===== config.mk =====
export PLATFORM = sky130hd
export DESIGN_NAME = substring_first_match_top
export DESIGN_NICKNAME = d
export VERILOG_FILES = /design/src/hw/rtl/sfm_pkg.sv /design/src/hw/rtl/substring_first_match_top.sv /design/src/hw/rtl/sfm_in_stage.sv /design/src/hw/rtl/sfm_search.sv /design/src/hw/rtl/sfm_out_stage.sv
export SDC_FILE = /design/constraint.sdc
export NUM_CORES = 1
export LEC_CHECK = 0
export ABC_AREA = 0
export BUFFER_PORTS_ARGS = -buffer_cell sky130_fd_sc_hd__buf_4
export CAP_MARGIN = 20
export CORE_ASPECT_RATIO = 1.75
export CORE_UTILIZATION = 55
export DETAILED_ROUTE_END_ITERATION = 7
export PLACE_DENSITY_LB_ADDON = 0.12
export SLEW_MARGIN = 20
export SYNTH_ARGS = -nofsm -noshare
export SYNTH_HDL_FRONTEND = slang
export SYNTH_HIERARCHICAL = 1
export SYNTH_SLANG_ARGS = --single-unit
export TNS_END_PERCENT = 50

===== constraint.sdc =====
create_clock -name aclk -period 11.9 [get_ports aclk]
set_input_delay 2.38 -clock aclk [delete_from_list [all_inputs] [get_ports aclk]]
set_output_delay 2.38 -clock aclk [all_outputs]
set_load 0.02 [all_outputs]

===== src/hw/rtl/sfm_pkg.sv =====
package sfm_pkg;

    // Defaults for the top-level parameters
    localparam int              PATTERN_MAX_DEF = 16;
    localparam longint unsigned TEXT_MAX_DEF    = 64'd65536;

    // Fixed widths of the register file and the fields
    localparam int PAT_BYTES = 16;   // bytes held by pattern_low and pattern_high
    localparam int PIDX_W    = 4;    // index into the pattern bytes
    localparam int LEN_W     = 5;
    localparam int POS_W     = 16;
    localparam int CFG_W     = 64;
    localparam int CFG_IDX_W = 2;
    localparam int OUT_W     = 24;   // found + match_position + overflow, padded to bytes

    // Register indexes of the configuration port
    typedef enum logic [CFG_IDX_W-1:0] {
        CFG_PATTERN_LOW    = 2'd0,
        CFG_PATTERN_HIGH   = 2'd1,
        CFG_PATTERN_LENGTH = 2'd2,
        CFG_START_OFFSET   = 2'd3
    } cfg_index_t;

    // One text byte request
    typedef struct packed {
        logic [7:0] text_byte;
        logic       last_byte;
    } item_t;

    // One search result
    typedef struct packed {
        logic             found;
        logic [POS_W-1:0] match_position;
        logic             overflow;
    } result_t;

endpackage


===== src/hw/rtl/substring_first_match_top.sv =====
// Channel  | Direction | Handshake          | Payload
// s_       | in        | s_tvalid/s_tready  | s_tdata[7:0] text_byte, s_tlast last_byte
// m_       | out       | m_tvalid/m_tready  | m_tdata found, match_position, overflow
// cfg_     | in        | cfg_we             | cfg_index, cfg_wdata (64 bits)
//
// One text byte per cycle sustained while no held result stalls a last byte; a byte waits
// in the input register until the search state takes it, and the result of the last byte
// shows on m_ at that same edge. The window compare of up to 16 bytes is combinational
// between input and result registers. Reset (aresetn low, synchronous) clears config and stream state.
// A held result stalls only a following last byte; other bytes keep flowing.
module substring_first_match_top #(
    parameter int              PATTERN_MAX = sfm_pkg::PATTERN_MAX_DEF,
    parameter longint unsigned TEXT_MAX    = sfm_pkg::TEXT_MAX_DEF
) (
    input  logic                          aclk,
    input  logic                          aresetn,
    input  logic                          s_tvalid,
    output logic                          s_tready,
    input  logic [7:0]                    s_tdata,    // [7:0] text_byte
    input  logic                          s_tlast,    // last_byte
    output logic                          m_tvalid,
    input  logic                          m_tready,
    output logic [sfm_pkg::OUT_W-1:0]     m_tdata,    // [0] found, [16:1] match_position,
                                                      // [17] overflow, [23:18] zero
    input  logic                          cfg_we,
    input  logic [sfm_pkg::CFG_IDX_W-1:0] cfg_index,
    input  logic [sfm_pkg::CFG_W-1:0]     cfg_wdata
);

    logic             item_valid;
    sfm_pkg::item_t   item;
    logic             item_take;
    logic             res_ready;
    logic             res_load;
    sfm_pkg::result_t res;

    // A last byte waits until the result register is free
    assign item_take = item_valid && (!item.last_byte || res_ready);

    sfm_in_stage u_in (
        .aclk       (aclk),
        .aresetn    (aresetn),
        .s_tvalid   (s_tvalid),
        .s_tready   (s_tready),
        .s_tdata    (s_tdata),
        .s_tlast    (s_tlast),
        .item_valid (item_valid),
        .item       (item),
        .item_take  (item_take)
    );

    sfm_search #(
        .PATTERN_MAX (PATTERN_MAX),
        .TEXT_MAX    (TEXT_MAX)
    ) u_search (
        .aclk      (aclk),
        .aresetn   (aresetn),
        .cfg_we    (cfg_we),
        .cfg_index (cfg_index),
        .cfg_wdata (cfg_wdata),
        .step      (item_take),
        .item      (item),
        .res_load  (res_load),
        .res       (res)
    );

    sfm_out_stage u_out (
        .aclk      (aclk),
        .aresetn   (aresetn),
        .res_load  (res_load),
        .res       (res),
        .res_ready (res_ready),
        .m_tvalid  (m_tvalid),
        .m_tready  (m_tready),
        .m_tdata   (m_tdata)
    );

endmodule


===== src/hw/rtl/sfm_in_stage.sv =====
module sfm_in_stage (
    input  logic           aclk,
    input  logic           aresetn,
    input  logic           s_tvalid,
    output logic           s_tready,
    input  logic [7:0]     s_tdata,    // [7:0] text_byte
    input  logic           s_tlast,    // last_byte
    output logic           item_valid,
    output sfm_pkg::item_t item,
    input  logic           item_take
);

    logic           valid_reg;
    sfm_pkg::item_t item_reg;

    // Take a new request when empty or when the held one moves on
    assign s_tready   = !valid_reg || item_take;
    assign item_valid = valid_reg;
    assign item       = item_reg;

    always_ff @(posedge aclk) begin
        if (!aresetn) begin
            valid_reg <= 1'b0;
        end else if (s_tvalid && s_tready) begin
            valid_reg <= 1'b1;
        end else if (item_take) begin
            valid_reg <= 1'b0;
        end
    end

    // Payload
    always_ff @(posedge aclk) begin
        if (s_tvalid && s_tready) begin
            item_reg.text_byte <= s_tdata;
            item_reg.last_byte <= s_tlast;
        end
    end

endmodule


===== src/hw/rtl/sfm_search.sv =====
module sfm_search #(
    parameter int              PATTERN_MAX = sfm_pkg::PATTERN_MAX_DEF,
    parameter longint unsigned TEXT_MAX    = sfm_pkg::TEXT_MAX_DEF
) (
    input  logic                        aclk,
    input  logic                        aresetn,
    input  logic                        cfg_we,
    input  logic [sfm_pkg::CFG_IDX_W-1:0] cfg_index,
    input  logic [sfm_pkg::CFG_W-1:0]   cfg_wdata,
    input  logic                        step,
    input  sfm_pkg::item_t              item,
    output logic                        res_load,
    output sfm_pkg::result_t            res
);

    localparam int CW    = $clog2(TEXT_MAX + 64'd1);
    localparam int CMP_W = (CW > sfm_pkg::POS_W) ? CW : sfm_pkg::POS_W;
    localparam int PL    = (PATTERN_MAX < sfm_pkg::PAT_BYTES) ? PATTERN_MAX
                                                              : sfm_pkg::PAT_BYTES;
    localparam logic [CW-1:0] TEXT_MAX_C = CW'(TEXT_MAX);
    localparam logic [sfm_pkg::LEN_W-1:0] PAT_BYTES_C = sfm_pkg::LEN_W'(sfm_pkg::PAT_BYTES);
    localparam logic [CMP_W-1:0] PATTERN_MAX_C = CMP_W'(PATTERN_MAX);

    // Configuration registers
    logic [sfm_pkg::CFG_W-1:0] pattern_low_reg;
    logic [sfm_pkg::CFG_W-1:0] pattern_high_reg;
    logic [sfm_pkg::LEN_W-1:0] pattern_length_reg;
    logic [sfm_pkg::POS_W-1:0] start_offset_reg;

    // Stream state
    logic [7:0]                window_reg [PATTERN_MAX];
    logic [7:0]                window_next [PATTERN_MAX];
    logic [CW-1:0]             count_reg, count_next;
    logic                      match_reg, match_next;
    logic [sfm_pkg::POS_W-1:0] index_reg, index_next;
    logic                      ovf_reg, ovf_next;

    logic [sfm_pkg::PAT_BYTES-1:0][7:0] pat_bytes;
    logic [7:0]                win_shift [PATTERN_MAX];
    logic [CW-1:0]             count_inc;
    logic [CMP_W-1:0]          count_ext, len_ext, start_ext, pos_start;
    logic                      len_ok, eq, hit;
    logic [sfm_pkg::LEN_W-1:0] pidx;

    assign pat_bytes = {pattern_high_reg, pattern_low_reg};

    always_ff @(posedge aclk) begin
        if (!aresetn) begin
            pattern_low_reg    <= '0;
            pattern_high_reg   <= '0;
            pattern_length_reg <= '0;
            start_offset_reg   <= '0;
        end else if (cfg_we) begin
            case (sfm_pkg::cfg_index_t'(cfg_index))
                sfm_pkg::CFG_PATTERN_LOW:    pattern_low_reg    <= cfg_wdata;
                sfm_pkg::CFG_PATTERN_HIGH:   pattern_high_reg   <= cfg_wdata;
                sfm_pkg::CFG_PATTERN_LENGTH: pattern_length_reg <= cfg_wdata[sfm_pkg::LEN_W-1:0];
                sfm_pkg::CFG_START_OFFSET:   start_offset_reg   <= cfg_wdata[sfm_pkg::POS_W-1:0];
                default: ;
            endcase
        end
    end

    // Window after the new byte shifts in
    always_comb begin
        for (int k = 0; k < PATTERN_MAX - 1; k++) begin
            win_shift[k] = window_reg[k+1];
        end
        win_shift[PATTERN_MAX-1] = item.text_byte;
    end

    // Qualify the window that ends at the new byte
    assign count_inc = count_reg + CW'(1);
    assign count_ext = CMP_W'(count_inc);
    assign len_ext   = CMP_W'(pattern_length_reg);
    assign start_ext = CMP_W'(start_offset_reg);
    assign pos_start = count_ext - len_ext;
    assign len_ok    = (pattern_length_reg != '0) && (pattern_length_reg <= PAT_BYTES_C)
                       && (len_ext <= PATTERN_MAX_C);

    // Compare newest bytes against the tail of the pattern
    always_comb begin
        eq   = 1'b1;
        pidx = '0;
        for (int j = 0; j < PL; j++) begin
            pidx = pattern_length_reg - sfm_pkg::LEN_W'(1) - sfm_pkg::LEN_W'(j);
            if ((sfm_pkg::LEN_W'(j) < pattern_length_reg) &&
                (win_shift[PATTERN_MAX-1-j] != pat_bytes[pidx[sfm_pkg::PIDX_W-1:0]])) begin
                eq = 1'b0;
            end
        end
    end

    assign hit = !match_reg && len_ok && (count_ext >= len_ext) && (pos_start >= start_ext)
                 && eq;

    // State update and result for the request in hand
    always_comb begin
        window_next = window_reg;
        count_next  = count_reg;
        match_next  = match_reg;
        index_next  = index_reg;
        ovf_next    = ovf_reg;
        res_load    = 1'b0;
        res         = '0;
        if (step) begin
            if (count_reg >= TEXT_MAX_C) begin
                ovf_next = 1'b1;
            end else begin
                window_next = win_shift;
                count_next  = count_inc;
                if (hit) begin
                    match_next = 1'b1;
                    index_next = pos_start[sfm_pkg::POS_W-1:0];
                end
            end
            if (item.last_byte) begin
                res_load = 1'b1;
                if (pattern_length_reg == '0) begin
                    res.found = start_ext < CMP_W'(count_next);
                    res.match_position = res.found ? start_offset_reg : '0;
                end else begin
                    res.found = match_next;
                    res.match_position = match_next ? index_next : '0;
                end
                res.overflow = ovf_next;
                // Clear for the next text
                count_next = '0;
                match_next = 1'b0;
                index_next = '0;
                ovf_next   = 1'b0;
            end
        end
    end

    always_ff @(posedge aclk) begin
        if (!aresetn) begin
            count_reg <= '0;
            match_reg <= 1'b0;
            index_reg <= '0;
            ovf_reg   <= 1'b0;
        end else begin
            count_reg <= count_next;
            match_reg <= match_next;
            index_reg <= index_next;
            ovf_reg   <= ovf_next;
        end
    end

    // Window bytes are only read once this text has filled them
    always_ff @(posedge aclk) begin
        window_reg <= window_next;
    end

endmodule


===== src/hw/rtl/sfm_out_stage.sv =====
module sfm_out_stage (
    input  logic                      aclk,
    input  logic                      aresetn,
    input  logic                      res_load,
    input  sfm_pkg::result_t          res,
    output logic                      res_ready,
    output logic                      m_tvalid,
    input  logic                      m_tready,
    output logic [sfm_pkg::OUT_W-1:0] m_tdata    // [0] found, [16:1] match_position,
                                                 // [17] overflow, [23:18] zero
);

    logic             valid_reg;
    sfm_pkg::result_t res_reg;

    // Free when empty or when the held result leaves this cycle
    assign res_ready = !valid_reg || m_tready;
    assign m_tvalid  = valid_reg;
    assign m_tdata   = {6'b0, res_reg.overflow, res_reg.match_position, res_reg.found};

    always_ff @(posedge aclk) begin
        if (!aresetn) begin
            valid_reg <= 1'b0;
        end else if (res_load) begin
            valid_reg <= 1'b1;
        end else if (m_tready) begin
            valid_reg <= 1'b0;
        end
    end

    always_ff @(posedge aclk) begin
        if (res_load) begin
            res_reg <= res;
        end
    end

endmodule


## Yosys cells after proc, flatten, opt, wreduce, memory -nomap -nowiden

Index checks and enable logic that the tools add are counted.

| storage, ports and cells | value |
|---|---|
| output and inout port bits | 26 |
| logic and storage cells | 217 |
| flip-flop bits (word level) | 333 |
| input port bits | 80 |

| cells by class | value |
|---|---|
| equality and inequality tests | 19 |
| order comparisons | 38 |
| reduce and logical (&&, ||, !) cells | 42 |
| mux-type cells | 69 |
| add/sub/neg operators | 18 |
| bitwise operators | 1 |

Operators with widths:

| operator | count |
|---|---|
| 8-bit binary-select mux with 4-bit select | 16 |
| 8-bit two-way mux | 16 |
| 8-bit != test | 16 |
| 4-bit by 5-bit less-than comparator with 1-bit output, second input constant | 16 |
| 16-bit two-way mux | 5 |
| 17-bit two-way mux | 4 |
| 4-bit by 5-bit less-than comparator with 1-bit output, first input constant | 8 |
| 4-bit subtractor, second input constant | 8 |
| 1-bit two-way mux | 28 |
| 1-bit logical AND | 24 |
| 3-bit by 5-bit less-than comparator with 1-bit output, first input constant | 4 |
| 17-bit by 1-bit adder with 17-bit output, second input constant | 1 |
| 17-bit by 16-bit greater-or-equal comparator with 1-bit output | 1 |
| 17-bit greater-or-equal comparator, second input constant | 1 |
| 17-bit by 5-bit greater-or-equal comparator with 1-bit output | 1 |
| 16-bit by 17-bit less-than comparator with 1-bit output | 1 |
| 17-bit by 5-bit subtractor with 17-bit output | 1 |
| 4-bit by 3-bit subtractor with 4-bit output, second input constant | 4 |
| 2-bit AND reduction | 6 |
| 5-bit less-or-equal comparator, second input constant | 2 |
| 1-bit by 5-bit less-than comparator with 1-bit output, first input constant | 2 |
| 2-bit by 5-bit less-than comparator with 1-bit output, first input constant | 2 |
| 4-bit by 1-bit subtractor with 4-bit output, second input constant | 2 |
| 4-bit by 2-bit subtractor with 4-bit output, second input constant | 2 |
| other kinds (9) | 16 |

## Logic depth before layout (Yosys ltp)

| depth | value |
|---|---|
| depth after elaboration | 27 |
| depth in mapped cells | 27 |
| gate-level depth less buffers | 21 |

## Cells and area by module

The synthesis kept the hierarchy.

By module, submodules not included:

| module | cells an instance | sequential area each (sq um) | times used | area an instance (sq um) |
|---|---|---|---|---|
| sfm_search | 2194 | 7287.0 | 1 | 21464.3 |
| sfm_out_stage | 29 | 560.5 | 1 | 638.1 |
| sfm_in_stage | 14 | 290.3 | 1 | 327.8 |
| substring_first_match_top | 2 | 0.0 | 1 | 11.3 |

## Least setup slack after synthesis

OpenSTA, ideal clock, no wires.

| timing | value |
|---|---|
| kind | input-to-reg |
| start point | in m_tready |
| end point | reg u_search.window_reg (netlist bit u_search/win_shift[100]) (enable) |
| arrival | 8434 ps |
| cell stages on the path | 7 |
| path slack | 2865 ps |
| library setup time | 601 ps |
| data required time | 11299 ps |
| path buffers | 2 |
| path through | nand2b_4 > inv_1 > a21boi_1 > clkbuf_1 > clkinv_1 > clkbuf_1 > nor2_1 |

| between the ends | value |
|---|---|
| word-level cells in the longest chain between the ends | 4 |

RTL lines:

| what | RTL line | source |
|---|---|---|
| from (decl) | substring_first_match_top.sv:22 | `input logic m_tready,` |
| 1-bit logical OR | sfm_out_stage.sv:17 | `assign res_ready = !valid_reg \|\| m_tready;` |
| 1-bit logical OR | substring_first_match_top.sv:38 | `assign item_take = item_valid && (!item.last_byte \|\| res_ready);` |
| 1-bit logical AND | substring_first_match_top.sv:38 |  |
| via item_take | substring_first_match_top.sv:32 | `logic item_take;` |
| 2-bit AND reduction (no line) | - |  |
| to (signal assigned) | sfm_search.sv:152 | `window_reg <= window_next;` |
| to (decl) | sfm_search.sv:31 | `logic [7:0] window_reg [PATTERN_MAX];` |

The timed path passes the listed nets, and every way through them passes these cells.
A chain may end at the register's enable or synchronous reset.

## Worst setup path in the final report

| timing | value |
|---|---|
| start point | reg u_search/pattern_length_reg[0] (netlist bit) |
| end point | reg u_out.res_reg (netlist bit u_out/m_tdata[1]), data pin |

| between the ends | value |
|---|---|
| word-level cells in the longest chain between the ends | 27 |
| elaborated cells between the ends (all ways) | 132 |
| classes of those cells | add/sub (17); order compare (20); eq/ne (16); mux (55); reduce/logical (24) |

RTL lines:

| what | RTL line | source |
|---|---|---|
| from (decl) | sfm_search.sv:27 | `logic [sfm_pkg::LEN_W-1:0] pattern_length_reg;` |
| from (signal assigned) | sfm_search.sv:57 | `sfm_pkg::CFG_PATTERN_LENGTH: pattern_length_reg <= cfg_wdata[sfm_pkg::LEN_W-1:0];` |
| 4-bit by 1-bit subtractor with 4-bit output | sfm_search.sv:86 | `pidx = pattern_length_reg - sfm_pkg::LEN_W'(1) - sfm_pkg::LEN_W'(j);` |
| 4-bit by 1-bit subtractor with 4-bit output or 8-bit binary-select mux with 4-bit select (tied branches) | sfm_search.sv:86, sfm_search.sv:88 |  |
| 8-bit binary-select mux with 4-bit select or 8-bit two-way mux (tied branches) | sfm_search.sv:88 | `(win_shift[PATTERN_MAX-1-j] != pat_bytes[pidx[sfm_pkg::PIDX_W-1:0]])) begin` |
| 8-bit two-way mux (implied by the code) or 8-bit != test (tied branches) | sfm_search.sv:88 |  |
| 8-bit != test or 1-bit logical AND (tied branches) | sfm_search.sv:88, sfm_search.sv:87 |  |
| 1-bit logical AND or 1-bit two-way mux (tied branches) | sfm_search.sv:87 | `if ((sfm_pkg::LEN_W'(j) < pattern_length_reg) &&` |
| 1-bit two-way mux (15 in a row) | sfm_search.sv:87 |  |
| 1-bit logical AND | sfm_search.sv:95 | `&& eq;` |
| 1-bit two-way mux | sfm_search.sv:112 | `if (hit) begin` |
| 1-bit two-way mux | sfm_search.sv:107 | `if (count_reg >= TEXT_MAX_C) begin` |
| 1-bit two-way mux | sfm_search.sv:106 | `if (step) begin` |
| 16-bit two-way mux | sfm_search.sv:124 | `res.match_position = match_next ? index_next : '0;` |
| 17-bit two-way mux (*) | sfm_search.sv:119 | `if (pattern_length_reg == '0) begin` |
| to (signal assigned) | sfm_out_stage.sv:33 | `res_reg <= res;` |
| to (decl) | sfm_out_stage.sv:14 | `sfm_pkg::result_t res_reg;` |

Mark *: on every way between the ends. The rest lies on a longest branch, timed or not. The select of a mux whose other input is x is not followed.

==> flow_summary_export.csv <==
group,metric,value,unit
yosys,yosys_most_used_dff,"dfxtp_1",
worst_setup_path,r2r-end,"u_out/m_tdata[1]",
cells_and_area,fill_cells,3393,
floorplanning,ios,106,
yosys,synth_top_family_by_area,"multiplexers",
clock_tree,cts_made_buffers,34,
place,dp_hpwl,68400,um
hold_path,hp-start,"u_search/match_reg",
timing,setup-tns-final,0,ns
floorplanning,fp.dieW,154.7,um
clock_tree,cts-root-buf,"clkbuf_16",
hold_path,whs_path_depth,2,
yosys,syn_inst,2239,
yosys,ys.warnings.count,6,
timing,drv_slew,0,
timing,tightest_slew,1.360,ns
yosys,synth_area_leaders,"edfxtp_1 (20%), dfxtp_1 (17%), mux2i_1 (12%), mux4_2 (9.8%), nand2_1 (6.2%)",
floorplanning,start_util,55.86,%
timing,finalSetupViolCount,0,
clock_tree,cts_hold_buf,0,
yosys,yosysTopAreaCell,"edfxtp_1",
power_and_ir_drop,p_int,2.139,mW
power_and_ir_drop,powerDensity,127.7,nW/um2
cells_and_area,syn2layout_area_growth,9.612,%
power_and_ir_drop,power_frac_comb,22.7,%
yosys,async_flop_share,0,%
power_and_ir_drop,p_clk_share,35.6,%
yosys,yosysUniqueCellTypes,86,
worst_setup_path,end_kind,"flip-flop",
power_and_ir_drop,seqPwrFrac,41.6,%
yosys,syn_area,22440,um2
worst_setup_path,regToRegSetupSlack,4.12,ns
global_routing,grt_busiest_layer,"met2",
timing,layout_min_cycle_time,7.781,ns
floorplanning,core_area,40170,um2
place,gp_congestion,1.108,
global_routing,grt-ovfl-total,0,
timing,rsz0062_at_grt,"no",
floorplanning,die_area,41650,um2
routing,vias,18450,
clock_tree,clk-insertion-delay-late,0.55,ns
clock_tree,cts_setup_buffers,0,
power_and_ir_drop,p_leak,8.445,nW
hold_path,hp-class,"flip-flop to flip-flop",
yosys,synth-compound-area-share,12.22,%
clock_tree,clkSinkCount,333,
global_routing,use_met1,43.57,%
yosys,synth_top_area_share,19.67,%
routing,routed_wl,88850,um
power_and_ir_drop,total_power,3.141,mW
routing,vias_per_cell,6.536,
timing,max-slew-margin-rel,8.654,%
worst_setup_path,cp.required,12.30,ns
worst_setup_path,startpoint,"u_search/pattern_length_reg[0]",
yosys,synthMuxAreaShare,22.68,%
clock_tree,cts_buffer_depth,3,
yosys,synthAdderAreaFrac,2.710,%
hold_path,hold-path-endpoint,"u_search/match_reg",
global_routing,antenna_found_initial,8,
worst_setup_path,r2r_start,"u_search/pattern_length_reg[0]",
cells_and_area,largest_register_ffs,120,
run_status,status,"completed",
worst_setup_path,cp-start-kind,"flip-flop",
global_routing,first_global_vias,17850,
global_routing,grt_pass1_wl,126000,um
timing,finalHoldViolCount,0,
worst_setup_path,arrival,8.18,ns
global_routing,met2_usage,69.99,%
worst_setup_path,path_max_fanout,37,
cells_and_area,final_nets,2376,
routing,wl_per_cell,31.48,um
floorplanning,rows,97,
place,portBuffers,99,
cells_and_area,drive_above_1_share,15.09,%
timing,fmax,128.5,MHz
yosys,yosysSeqAreaShare,36.26,%
routing,drcViolationCount,0,
yosys,synth.most_common_cell,"nand2_1",
yosys,ys_ff_latch,333,
routing,dr.pass1.iters,5,
timing,fin_crit_sh,65.39,%
timing,fin_worst_skew,0.02697,ns
yosys,synth_xor_xnor_area_share,8.374,%
yosys,yosys.area_share.simple,13.43,%
power_and_ir_drop,p_switching,1.002,mW
global_routing,grt_usage,43.18,%
global_routing,use_met3,10.85,%
clock_tree,cts.clk_slew.worst_paths,0.07,ns
power_and_ir_drop,peakVddDrop,129.8,uV
yosys,synth.avg_cell_area,10.02,um2
yosys,netlist_top_cells_count,"nand2_1 (373), mux2i_1 (262), dfxtp_1 (186)",
clock_tree,htree_num_levels,2,
routing,ant_nets,0,
clock_tree,cts_tree,"yes",
global_routing,grt_max_degree,106,
worst_setup_path,r2r_cells,18,
yosys,synth_edf_count,147,
routing,drtIter0Drc,1925,
floorplanning,die_h,269.2,um
power_and_ir_drop,swShare,31.89,%
worst_setup_path,path_class,"flip-flop to flip-flop",
job,maxCapViolCount,0,
clock_tree,cts_resized,0,
-- power groups by stage --
stage / logic (mW) / registers (mW) / clock network, mW
after floorplan: 0.465 / 1.30 / 0
after global placement: 0.677 / 1.33 / 0
after detailed placement: 0.685 / 1.33 / 0
after CTS: 0.687 / 1.30 / 1.13
after global routing: 0.745 / 1.31 / 1.17
final: 0.715 / 1.31 / 1.12
-- area by class of cell --
cell class	instances	area, um2	area share, %
clock buffers	46	1001	4.069
inverters	57	217.7	0.8850
diodes	5	12.51	0.05086
multi-input cells	1695	13460	54.72
repair buffers	127	953.4	3.876
well taps	544	680.7	2.767
flip-flops and latches	333	8143	33.10
clock inverters	15	130.1	0.5290
-- kinds of logic after synthesis --
logic type,Yosys count
AND/OR/NAND/NOR,654
flip-flops,333
buffers and inverters,216
XOR/XNOR,210
multiplexers,383
AO/OA/AOI/OAI,394
other,1
adder cells (fa/ha/maj),48
-- layout by cell type (no fill, tap or decap), types with 6 or more instances in the layout --
cell type  count
inv_1         54
and3_1        12
or3_1         24
nor2_1        59
nand4_1       45
a21o_1         8
ha_1          46
mux4_2        98
mux2i_1      261
clkbuf_1       6
a21boi_0     148
o21ai_0       49
a21oi_1       59
o211ai_1       7
nor4_1         9
xor2_1        56
xnor2_1      142
nor3_1        27
xnor2_2       10
nand2b_1       6
edfxtp_1     147
clkbuf_16     38
a31oi_1        8
nor2b_1       25
mux2_2        23
conb_1         6
o22ai_1        9
nand3b_1       8
nand2_1      373
and2_1         7
o21a_1        11
buf_4        127
dfxtp_1      184
nand3_1       29
a22oi_1       45
-- worst max path at each step --
stage | slack [ns] | depth (start not counted) | end
2_1_floorplan | 2.86 | 7 | u_search/win_shift[100]
3_3_place_gp | 4.58 | 18 | u_out/m_tdata[1]
3_5_place_dp | 4.42 | 18 | u_out/m_tdata[1]
4_1_cts | 4.39 | 18 | u_out/m_tdata[1]
5_1_grt | 3.83 | 18 | u_search/index_reg[12]
6_report | 4.12 | 18 | u_out/m_tdata[1]
-- critical path: stages, from the launching register on --
cell       delay [ns]
dfxtp_4          0.52
clkinv_2         0.57
ha_1             0.59
xnor2_4          0.18
buf_4            0.51
ha_1             0.22
buf_4            0.45
mux4_2           0.39
mux2i_1          0.21
mux2i_1          0.14
xnor2_1          0.68
nand4_1          0.16
or4_1            0.61
a2111oi_2        0.52
o221ai_1         0.22
a211oi_2         0.31
and3_1           0.54
o211ai_2         0.39
o21ba_2          0.38
-- per-stage QoR --
| step | setup WS, ns | hold slack (ns) | utilization [%] | instances | cell area (um2) |
|---|---|---|---|---|---|
| 6_report | 4.119 | 0.4629 | 61.23 | 2822 | 24600 |
| 3_3_place_gp | 4.582 | 0.4394 | 58.28 | 2756 | 23410 |
| 3_5_place_dp | 4.421 | 0.4437 | 58.28 | 2756 | 23410 |
| 5_1_grt | 3.830 | 0.4848 | 61.21 | 2819 | 24590 |
| 4_1_cts | 4.389 | 0.4578 | 61.09 | 2817 | 24540 |
| 2_1_floorplan | 2.865 | 0.4244 | - | 2244 | 22460 |
-- routing by layer --
metal	routed length, um	vias to the layer above
met4	11500	6
li1	-	8130
met2	41900	898
met1	28750	9059
met5	46	-
met3	6642	352
No activity file was read; power rests on OpenSTA's default activity.
